==> config.mk <==
export PLATFORM = sky130hd
export DESIGN_NAME = sector_bitmap_file_allocator
export DESIGN_NICKNAME = d
export VERILOG_FILES = /design/src/hdl/sbfa_pkg.sv /design/src/hdl/sector_bitmap_file_allocator.sv
export SDC_FILE = /design/constraint.sdc
export NUM_CORES = 1
export LEC_CHECK = 0
export BUFFER_PORTS_ARGS = -buffer_cell sky130_fd_sc_hd__buf_2
export CAP_MARGIN = 20
export CELL_PAD_IN_SITES_DETAIL_PLACEMENT = 1
export CELL_PAD_IN_SITES_GLOBAL_PLACEMENT = 2
export CORE_ASPECT_RATIO = 1.25
export CORE_MARGIN = 2
export CORE_UTILIZATION = 47
export DETAILED_ROUTE_END_ITERATION = 8
export PLACE_DENSITY_LB_ADDON = 0.1
export SYNTH_ARGS = -nofsm -noshare
export SYNTH_HDL_FRONTEND = slang
export SYNTH_SLANG_ARGS = --single-unit
==> constraint.sdc <==
create_clock -name clk -period 4.55 [get_ports clk]
set_input_delay 0.455 -clock clk [delete_from_list [all_inputs] [get_ports clk]]
set_output_delay 0.455 -clock clk [all_outputs]
set_load 0.01 [all_outputs]
==> src/hdl/sbfa_pkg.sv <==
package sbfa_pkg;

  // Default sizes of the allocator.
  localparam int SECTORS_DEF    = 64;
  localparam int FILE_SLOTS_DEF = 16;

  // Field widths on the stream ports.
  localparam int REQ_W      = 2;
  localparam int NAME_W     = 16;
  localparam int WANT_W     = 7;
  localparam int STATUS_W   = 3;
  localparam int SECTOR_W   = 6;
  localparam int FREE_W     = 7;
  localparam int IN_DATA_W  = 24;
  localparam int OUT_DATA_W = 16;

  typedef logic [REQ_W-1:0]    req_t;
  typedef logic [STATUS_W-1:0] status_t;

  // Request kinds.
  localparam req_t REQ_CREATE = 2'd0;
  localparam req_t REQ_DELETE = 2'd1;
  localparam req_t REQ_QUERY  = 2'd2;
  localparam req_t REQ_RSVD   = 2'd3;

  // Result status codes.
  localparam status_t ST_OK        = 3'd0;
  localparam status_t ST_NAME_USED = 3'd1;
  localparam status_t ST_NO_SPACE  = 3'd2;
  localparam status_t ST_NO_SLOT   = 3'd3;
  localparam status_t ST_NOT_FOUND = 3'd4;

endpackage

==> src/hdl/sector_bitmap_file_allocator.sv <==
// Sector file allocator. Keeps up to FILE_SLOTS named files and an owner map
// of SECTORS sectors. Create takes the first free slot and the lowest free
// sectors; delete frees a file's sectors and its slot; query lists a file's
// sectors in ascending order, one word each, the last word marked by tlast.
// Every other request gives a single word. After reset the owner map is
// cleared in a pass during which no request is taken. A request is then
// accepted, its name is searched slot by slot through one shared name
// comparator and the outcome is decided; a request that passes scans the
// owner map (one map read per cycle through the single owner comparator,
// held while the output side stalls), and the final word is handed over.
// A reserved request goes straight to its final word.
// Create and delete words carry has_sector 0; free_sectors always reports
// the count after the request.
module sector_bitmap_file_allocator #(
  parameter int SECTORS    = sbfa_pkg::SECTORS_DEF,
  parameter int FILE_SLOTS = sbfa_pkg::FILE_SLOTS_DEF
) (
  input  logic                            clk,
  input  logic                            rst,
  input  logic                            s_axis_tvalid,
  output logic                            s_axis_tready,
  // file_name [15:0], sector_count [22:16], zero [23]
  input  logic [sbfa_pkg::IN_DATA_W-1:0]  s_axis_tdata,
  // req_type [1:0]
  input  logic [sbfa_pkg::REQ_W-1:0]      s_axis_tuser,
  output logic                            m_axis_tvalid,
  input  logic                            m_axis_tready,
  // status [2:0], sector [8:3], free_sectors [15:9]
  output logic [sbfa_pkg::OUT_DATA_W-1:0] m_axis_tdata,
  // has_sector [0]
  output logic                            m_axis_tuser,
  output logic                            m_axis_tlast
);

  localparam int SEC_W  = $clog2(SECTORS);
  localparam int CNT_W  = $clog2(SECTORS + 1);
  localparam int SLOT_W = (FILE_SLOTS > 1) ? $clog2(FILE_SLOTS) : 1;
  localparam int OWN_W  = $clog2(FILE_SLOTS + 1);
  localparam int WANT_W = sbfa_pkg::WANT_W;
  localparam int SECT_W = sbfa_pkg::SECTOR_W;
  localparam int FREE_W = sbfa_pkg::FREE_W;
  localparam int NAME_W = sbfa_pkg::NAME_W;

  localparam logic [SEC_W-1:0]  SEC_LAST  = SEC_W'(SECTORS - 1);
  localparam logic [SLOT_W-1:0] SLOT_LAST = SLOT_W'(FILE_SLOTS - 1);

  // Sequencer states.
  localparam logic [2:0] S_CLEAR  = 3'd0;
  localparam logic [2:0] S_IDLE   = 3'd1;
  localparam logic [2:0] S_SLOT   = 3'd2;
  localparam logic [2:0] S_DECIDE = 3'd3;
  localparam logic [2:0] S_SEC    = 3'd4;
  localparam logic [2:0] S_DONE   = 3'd5;

  logic [2:0]              state;
  sbfa_pkg::req_t          req;
  logic [NAME_W-1:0]       name;
  logic [WANT_W-1:0]       want;
  logic [SLOT_W-1:0]       slot_idx;
  logic                    found;
  logic [SLOT_W-1:0]       found_slot;
  logic                    free_ok;
  logic [SLOT_W-1:0]       free_slot;
  logic [SLOT_W-1:0]       cur_slot;
  logic [SEC_W-1:0]        idx;
  logic [CNT_W-1:0]        taken;
  logic [CNT_W-1:0]        free_count;
  sbfa_pkg::status_t       st;
  logic                    pend_valid;
  logic [SEC_W-1:0]        pend_sector;

  logic [FILE_SLOTS-1:0]   slot_valid;
  logic [NAME_W-1:0]       slot_name [FILE_SLOTS];
  logic [OWN_W-1:0]        owner_mem [SECTORS];
  logic [OWN_W-1:0]        rdata;

  // Output register.
  logic                    o_valid;
  sbfa_pkg::status_t       o_status;
  logic [SECT_W-1:0]       o_sector;
  logic                    o_has;
  logic [FREE_W-1:0]       o_free;
  logic                    o_last;

  logic                    out_free;
  logic                    o_load;
  logic [OWN_W-1:0]        code;
  logic [OWN_W-1:0]        cmp_val;
  logic                    hit;
  logic                    name_hit;
  logic                    create_done;
  logic                    q_push;
  logic                    sec_stall;
  logic                    sec_go;
  logic                    sec_last;
  logic                    start_scan;
  sbfa_pkg::status_t       dec_status;
  logic [SLOT_W-1:0]       scan_slot;
  logic                    wr_en;
  logic [OWN_W-1:0]        wr_data;
  logic                    rd_en;
  logic [SEC_W-1:0]        rd_addr;

  assign s_axis_tready = (state == S_IDLE);
  assign m_axis_tvalid = o_valid;
  assign m_axis_tdata  = {o_free, o_sector, o_status};
  assign m_axis_tuser  = o_has;
  assign m_axis_tlast  = o_last;
  assign out_free      = !o_valid || m_axis_tready;

  // A new word enters the output register for a listed sector or a final word.
  assign o_load = (q_push && out_free) || ((state == S_DONE) && out_free);

  // Shared comparators: one on slot names, one on the owner map word.
  assign code     = OWN_W'(cur_slot) + OWN_W'(1);
  assign cmp_val  = (req == sbfa_pkg::REQ_CREATE) ? '0 : code;
  assign hit      = (rdata == cmp_val);
  assign name_hit = slot_valid[slot_idx] && (slot_name[slot_idx] == name);

  // Owner map scan control.
  always_comb begin
    create_done = (state == S_SEC) && (req == sbfa_pkg::REQ_CREATE) &&
                  (WANT_W'(taken) == want);
    q_push      = (state == S_SEC) && (req == sbfa_pkg::REQ_QUERY) && hit && pend_valid;
    sec_stall   = q_push && !out_free;
    sec_go      = (state == S_SEC) && !create_done && !sec_stall;
    sec_last    = (idx == SEC_LAST);
  end

  // Outcome of the name search, checked in priority order: name in use, then space, then a free slot.
  always_comb begin
    start_scan = 1'b0;
    dec_status = sbfa_pkg::ST_OK;
    scan_slot  = found_slot;
    if (req == sbfa_pkg::REQ_CREATE) begin
      scan_slot = free_slot;
      priority if (found) begin
        dec_status = sbfa_pkg::ST_NAME_USED;
      end else if (want > WANT_W'(free_count)) begin
        dec_status = sbfa_pkg::ST_NO_SPACE;
      end else if (!free_ok) begin
        dec_status = sbfa_pkg::ST_NO_SLOT;
      end else begin
        start_scan = 1'b1;
      end
    end else if (!found) begin
      dec_status = sbfa_pkg::ST_NOT_FOUND;
    end else begin
      start_scan = 1'b1;
    end
  end

  // Owner map port: write at the current sector, read one ahead.
  always_comb begin
    wr_en   = (state == S_CLEAR) || (sec_go && hit && (req != sbfa_pkg::REQ_QUERY));
    wr_data = ((state == S_CLEAR) || (req == sbfa_pkg::REQ_DELETE)) ? '0 : code;
    rd_en   = ((state == S_DECIDE) && start_scan) || (sec_go && !sec_last);
    rd_addr = (state == S_DECIDE) ? '0 : idx + SEC_W'(1);
  end

  // Owner map memory.
  always_ff @(posedge clk) begin
    if (wr_en) begin
      owner_mem[idx] <= wr_data;
    end
    if (rd_en) begin
      rdata <= owner_mem[rd_addr];
    end
  end

  // Slot name store, written when a create takes a slot.
  always_ff @(posedge clk) begin
    if ((state == S_DECIDE) && start_scan && (req == sbfa_pkg::REQ_CREATE)) begin
      slot_name[scan_slot] <= name;
    end
  end

  // Output word payload.
  always_ff @(posedge clk) begin
    if (q_push && out_free) begin
      o_status <= sbfa_pkg::ST_OK;
      o_sector <= SECT_W'(pend_sector);
      o_has    <= 1'b1;
      o_free   <= FREE_W'(free_count);
      o_last   <= 1'b0;
    end else if ((state == S_DONE) && out_free) begin
      o_status <= st;
      o_sector <= pend_valid ? SECT_W'(pend_sector) : '0;
      o_has    <= pend_valid;
      o_free   <= FREE_W'(free_count);
      o_last   <= 1'b1;
    end
  end

  // Sequencer.
  always_ff @(posedge clk) begin
    if (rst) begin
      state      <= S_CLEAR;
      idx        <= '0;
      slot_valid <= '0;
      free_count <= CNT_W'(SECTORS);
      o_valid    <= 1'b0;
      pend_valid <= 1'b0;
    end else begin
      if (o_load) begin
        o_valid <= 1'b1;
      end else if (m_axis_tready) begin
        o_valid <= 1'b0;
      end
      unique case (state)
        S_CLEAR: begin
          idx <= idx + SEC_W'(1);
          if (sec_last) begin
            state <= S_IDLE;
          end
        end
        S_IDLE: begin
          if (s_axis_tvalid) begin
            req        <= s_axis_tuser;
            name       <= s_axis_tdata[NAME_W-1:0];
            want       <= s_axis_tdata[NAME_W +: WANT_W];
            slot_idx   <= '0;
            found      <= 1'b0;
            free_ok    <= 1'b0;
            pend_valid <= 1'b0;
            st         <= sbfa_pkg::ST_OK;
            if (s_axis_tuser == sbfa_pkg::REQ_RSVD) begin
              state <= S_DONE;
            end else begin
              state <= S_SLOT;
            end
          end
        end
        S_SLOT: begin
          if (name_hit && !found) begin
            found      <= 1'b1;
            found_slot <= slot_idx;
          end
          if (!slot_valid[slot_idx] && !free_ok) begin
            free_ok   <= 1'b1;
            free_slot <= slot_idx;
          end
          if (slot_idx == SLOT_LAST) begin
            state <= S_DECIDE;
          end else begin
            slot_idx <= slot_idx + SLOT_W'(1);
          end
        end
        S_DECIDE: begin
          if (start_scan) begin
            cur_slot <= scan_slot;
            idx      <= '0;
            taken    <= '0;
            if (req == sbfa_pkg::REQ_CREATE) begin
              slot_valid[scan_slot] <= 1'b1;
            end
            state <= S_SEC;
          end else begin
            st    <= dec_status;
            state <= S_DONE;
          end
        end
        S_SEC: begin
          if (create_done) begin
            state <= S_DONE;
          end else if (!sec_stall) begin
            if (hit) begin
              unique case (req)
                sbfa_pkg::REQ_CREATE: begin
                  taken      <= taken + CNT_W'(1);
                  free_count <= free_count - CNT_W'(1);
                end
                sbfa_pkg::REQ_DELETE: begin
                  free_count <= free_count + CNT_W'(1);
                end
                default: begin
                  pend_valid  <= 1'b1;
                  pend_sector <= idx;
                end
              endcase
            end
            if (sec_last) begin
              if (req == sbfa_pkg::REQ_DELETE) begin
                slot_valid[cur_slot] <= 1'b0;
              end
              state <= S_DONE;
            end else begin
              idx <= idx + SEC_W'(1);
            end
          end
        end
        S_DONE: begin
          if (out_free) begin
            state <= S_IDLE;
          end
        end
        default: begin
          state <= S_IDLE;
        end
      endcase
    end
  end

endmodule

Word-level counts from Yosys, hierarchy flattened
Memories as Yosys holds them, arrays and structs flattened. A register that Yosys moved wholly into a read port is not among the register bits.
Index checks and enable logic that the tools add are counted.
{ "totals": {"reg_bits": 111, "mem_bits_rw": 576, "inputBits": 30, "output_inout_bits": 20, "word_cells": 214, "memories": 2} }
{ "classes": {"add_sub_neg": 6, "magnitude_cmp": 6, "eq_ne": 34, "n_mux": 77, "n_bitwise": 7, "reduce_logical": 59} }
{ "mem_list": {"columns": ["name", "depth", "word_bits", "rd", "rd_clocked_by_memory_dff", "write_ports", "line_no", "text"], "rows": [
  ["owner_mem", 64, 5, 1, 1, 1, "sector_bitmap_file_allocator.sv:74", "logic [OWN_W-1:0] owner_mem [SECTORS];"],
  ["slot_name", 16, 16, 1, 1, 1, "sector_bitmap_file_allocator.sv:73", "logic [NAME_W-1:0] slot_name [FILE_SLOTS];"]
]} }
{ "op_table": {"columns": ["op", "n"], "rows": [
  ["$mux 16", 6],
  ["$mux 7", 7],
  ["$mux 6", 8],
  ["$mux 3", 12],
  ["$ne 2x2->1 const B", 16],
  ["$pmux 16 s2", 1],
  ["$pmux 7 s2", 2],
  ["$mux 1", 22],
  ["$logic_and 1x1->1", 20],
  ["$pmux 3 s6", 1],
  ["$pmux 6 s3", 1],
  ["$reduce_and 6->1", 3],
  ["$and 16x16->16", 1],
  ["$eq 16x16->1", 1],
  ["$mux 4", 4],
  ["$not 16->16", 1],
  ["$or 16x16->16", 1],
  ["$reduce_and 4->1", 4],
  ["$lt 4x5->1 const B", 3],
  ["$add 7x1->7 const B", 2],
  ["$reduce_and 7->1", 2],
  ["$reduce_bool 2->1", 7],
  ["$reduce_and 3->1", 4],
  ["$mux 5", 2],
  ["other kinds (31)", 58]
]} }

Logic depth before layout (Yosys ltp)
{ "depth": {"word_depth": 13, "depth_mapped": 11, "ltp_nobuf": 9} }

Worst setup path after synthesis
Ideal clock, no wire load.
{ "synth_timing": {"kind": "register to register", "start": "register cur_slot[0]", "end": "register taken[0] (enable)", "setup_time_ns": 0.393, "arrival_ns": 2.823, "required_ns": 4.157, "setup_slack_ns": 1.334, "stages_incl_launch_ff": 8, "path_buffers": 0, "period_less_slack_ns": 3.216, "path_cell_list": "edfxtp_1 ha_1 xnor2_1 or3_1 nand4_1 nor4b_2 a21boi_1 nor4b_1"} }
{ "synth_via": {"elab_chain_len": 8, "word_cells_on_any_way": 9, "cone_classes": "add/sub (1); eq/ne (3); mux (1); reduce/logical (4)"} }
{ "synth_lines": {"columns": ["item", "line_no", "text"], "rows": [
  ["start: declaration", "sector_bitmap_file_allocator.sv:64", "logic [SLOT_W-1:0] cur_slot;"],
  ["start signal: assignment", "sector_bitmap_file_allocator.sv:251", "cur_slot <= scan_slot;"],
  ["$add 4x1->5 *", "sector_bitmap_file_allocator.sv:115", "assign code = OWN_W'(cur_slot) + OWN_W'(1);"],
  ["$mux 5 *", "sector_bitmap_file_allocator.sv:116", "assign cmp_val = (req == sbfa_pkg::REQ_CREATE) ? '0 : code;"],
  ["$eq 5x5->1 *", "sector_bitmap_file_allocator.sv:117", "assign hit = (rdata == cmp_val);"],
  ["$logic_and 1x1->1 (2 in series)", "sector_bitmap_file_allocator.sv:124", "q_push = (state == S_SEC) && (req == sbfa_pkg::REQ_QUERY) && hit && pend_valid;"],
  ["$logic_and 1x1->1", "sector_bitmap_file_allocator.sv:125", "sec_stall = q_push && !out_free;"],
  ["$ne 2x2->1 (no line)", null, null],
  ["$reduce_and 7->1 (no line) *", null, null],
  ["end signal: assignment", "sector_bitmap_file_allocator.sv:270", "taken <= taken + CNT_W'(1);"],
  ["end: declaration", "sector_bitmap_file_allocator.sv:66", "logic [CNT_W-1:0] taken;"]
]} }
Mark *: on every way between the ends. The rest lies on a longest branch, timed or not.
A chain may end at the register's enable or synchronous reset.

Worst setup path in the final report
{ "layout_timing": {"start": "register cur_slot[0]", "end": "memory owner_mem[49][3] in the netlist's numbering (enable)"} }
{ "layout_via": {"elab_chain_len": 13} }
{ "layout_lines": {"columns": ["item", "line_no", "text"], "rows": [
  ["$add 4x1->5 *", "sector_bitmap_file_allocator.sv:115", null],
  ["$mux 5 *", "sector_bitmap_file_allocator.sv:116", null],
  ["$eq 5x5->1 *", "sector_bitmap_file_allocator.sv:117", null],
  ["$logic_and 1x1->1 (2 in series)", "sector_bitmap_file_allocator.sv:124", null],
  ["$logic_and 1x1->1", "sector_bitmap_file_allocator.sv:125", null],
  ["$logic_not 1->1", null, null],
  ["$logic_and 1x1->1", "sector_bitmap_file_allocator.sv:126", "sec_go = (state == S_SEC) && !create_done && !sec_stall;"],
  ["$logic_and 1x1->1 * (2 in series)", "sector_bitmap_file_allocator.sv:155", "wr_en = (state == S_CLEAR) || (sec_go && hit && (req != sbfa_pkg::REQ_QUERY));"],
  ["$logic_or 1x1->1 *", "sector_bitmap_file_allocator.sv:155", null],
  ["$mux 1 *", "sector_bitmap_file_allocator.sv:163", "if (wr_en) begin"],
  ["$mux 1 (not written as such) *", "sector_bitmap_file_allocator.sv:164", "owner_mem[idx] <= wr_data;"],
  ["end: declaration", "sector_bitmap_file_allocator.sv:74", null]
]} }
Marked as above.

==> qor.yml <==
status:
  status: "finished clean"
cts:
  htreeDepth: 3
  cts_made_buffers: 72
  clockBufferDepth: 3
  cts_root_buf: "clkbuf_16"
  path_clk_slew_ns: 0.06
  cts_resized: 0
  cts_tree: "built"
  cts.sinks: 696
  worst_skew_pair.late_latency_ns: 0.62
  post_cts_buffers: 0
setup_path:
  slowest_stage: "edfxtp_1"
  cp_max_fo: 8
  crit_chain: "inv_1 > ha_1 > nor4b_1 > a31oi_1 > o32a_1 > nor4b_2 > a31o_2 > nand3_1 > buf_4 > nor2_1"
  path_class: "reg2reg"
  max_stage_delay_ns: 0.54
  required_ns: 4.78
  start_kind: "flip-flop"
  end_kind: "flip-flop"
  crit_arrival_ns: 4.22
  reg2reg_depth: 10
logic_synthesis:
  synth_top_family_by_area: "multiplexers"
  ys_ff_latch: 696
  ys_async_sr_fraction: 0
  synthAdderAreaFrac: 0.00892
  synth_edf_count: 653
  ys_types: 77
  yosys.area_share.simple: 0.0735
  synthMuxAreaShare: 0.104
  synthCells: 1808
  synth_fp_nets: 1858
  synth-xor-area-share: 0.0152
  syn_avg_cell_area_um2: 16.0
  ys_seq_area_frac: 0.709
  netlist_area_mm2: 0.0289
  synth_compound_area_frac: 0.0678
  synth-main-ff-cell: "edfxtp_1"
  yosys_warnings: 0
global_route:
  grt_max_degree: 65
  first_global_vias: 17600
  antenna_found_initial: 0
  grt_usage: 0.246
  globalRouteOverflowTotal: 0
  grt_pass1_wl_um: 114000
timing:
  max_freq_ghz: 0.251
  setup_viol_count_final: 0
  fin_crit_ns: 3.99
  slew_headroom: 0.247
  slew_violations: 0
  rsz0062_at_grt: "no"
  fin_skew_ns: 0.0261
  worst_pin_slew_ns: 1.12
  fin_setup_tns_ns: 0
  period_share: 0.876
  final-hold-violation-count: 0
  timing.hold.ws_ns: 0.0323
detailed_routing:
  vias: 16500
  drtPass1Iterations: 5
  routed_via_density: 5.86
  wl_met3_um: 2760
  top_layer_used: "met4"
  drt-wirelength-per-cell_um: 27.1
  drt-met1-wl_um: 31100
  ant_nets: 0
  wl_met2_um: 40300
  drt_iter0_markers: 1210
  drc: 0
  drt_wl_total_um: 76200
final_layout:
  finalNetCount: 1983
  fin_util: 0.542
  area_delta_synth_final_pct: 14.0
  fill_cells: 5659
  antenna_cells: 0
  drive_gt1_frac: 0.189
placement:
  place_congestion: 0.805
  hpwl_um: 49700
  io_buffers: 48
floorplanning:
  fp.coreArea_mm2: 0.0608
  initial_core_util: 0.475
  ios: 50
  dieArea_mm2: 0.0635
  fp.dieH_um: 281
  rows: 101
  die_w_um: 226
worst_hold_path:
  hold_depth: 1
  hold_class: "in2reg"
power_and_ir_drop:
  ir_worst_vdd_uv: 315
  powerDensity_mw_per_mm2: 402
  cellLeakagePower_nw: 10.8
job:
  maxCapViolCount: 0
worst paths after layout:
path	slack, ns	end	startpoint
setup / recovery	0.56	owner_mem[49][3]	cur_slot[0]
hold / removal	0.03	name[15]	s_axis_tdata[15]
setup reg to reg	0.56	owner_mem[49][3]	cur_slot[0]
hold reg to reg	0.45	m_axis_tlast	m_axis_tlast
cell type report:
class / count / area [µm²] / area share
clock buffer: 82 / 1880 / 0.0572
inverter: 36 / 135 / 0.00410
multi-input combinational: 971 / 7890 / 0.240
tap: 824 / 1030 / 0.0313
timing repair buffer: 156 / 1100 / 0.0336
clock inverter: 45 / 404 / 0.0123
sequential: 696 / 20500 / 0.622
cells by family after synthesis:
family,after synthesis
AO/OA/AOI/OAI,283
XOR/XNOR,50
multiplexers,177
flip-flops,696
adder cells (fa/ha/maj),20
buffers and inverters,141
AND/OR/NAND/NOR,441
per-stage QoR:
step / instances / setup slack, ns / area, µm² / power, mW
after floorplan: 1808 / 1.33 / 28900 / 7.38
after global placement: 2677 / 0.718 / 30600 / 7.58
after detailed placement: 2678 / 0.646 / 30600 / 7.59
after CTS: 2810 / 0.622 / 32900 / 13.4
after global routing: 2810 / 0.405 / 32900 / 13.6
final: 2810 / 0.562 / 32900 / 13.2
critical path: cells and delay by family (launching register included):
family / cells / cell delay (ns)
AO/OA/AOI/OAI: 3 / 0.64
adder cells (fa/ha/maj): 1 / 0.34
buffers and inverters: 2 / 0.47
flip-flops: 1 / 0.54
AND/OR/NAND/NOR: 4 / 1.61
timing repair:
item / 4_1_cts / 5_1_grt
hold buffers: 5 / 0
setup endpoints to repair: 0 / 0
hold endpoints to repair: 5 / 0
state kept, by name, indices dropped and copies added, names as in the netlist, 2 cells and up, named ones only:
name         flops
free_slot        4
cur_slot         4
found_slot       4
o_sector         6
o_status         3
idx              6
name            16
slot_valid      16
o_free           7
want             7
owner_mem      320
state            3
req              2
taken            7
rdata            5
slot_idx         4
st               3
slot_name      256
pend_sector      6
free_count       7
layout by cell type (no fill, tap or decap), types with 39 or more instances in the layout:
cell type,n
edfxtp_1,653
nor2_1,144
buf_2,48
mux2i_1,73
dfxtp_1,39
nand2_1,100
buf_4,99
a21oi_1,56
clkbuf_16,74
mux4_2,69
where the power goes:
group          total, mW  internal, mW  switching (mW)  leakage [nW]
logic              0.521         0.191           0.330          3.56
clock network       5.78          3.32            2.46          1.10
registers           6.93          6.92          0.0134          6.11
routing by layer:
layer,GRT usage,up-vias
li1,-,7364
met1,0.309,8654
met2,0.443,355
met3,0.0278,89
met4,0.0793,0
met5,0,-
cell usage after synthesis (24+ instances only):
library cell / instances / area (µm²)
edfxtp_1: 653 / 19600
nor2_1: 160 / 601
nand2_1: 100 / 375
mux2i_1: 73 / 731
mux4_2: 69 / 1550
a21oi_1: 56 / 280
clkbuf_1: 52 / 195
dfxtp_1: 43 / 861
inv_1: 36 / 135
nand3_1: 36 / 180
o21ai_0: 35 / 175
a211oi_1: 30 / 225
o221ai_1: 29 / 254
xor2_1: 28 / 245
buf_2: 26 / 130
o22ai_1: 24 / 150
Power figures use the tool's default switching activity.
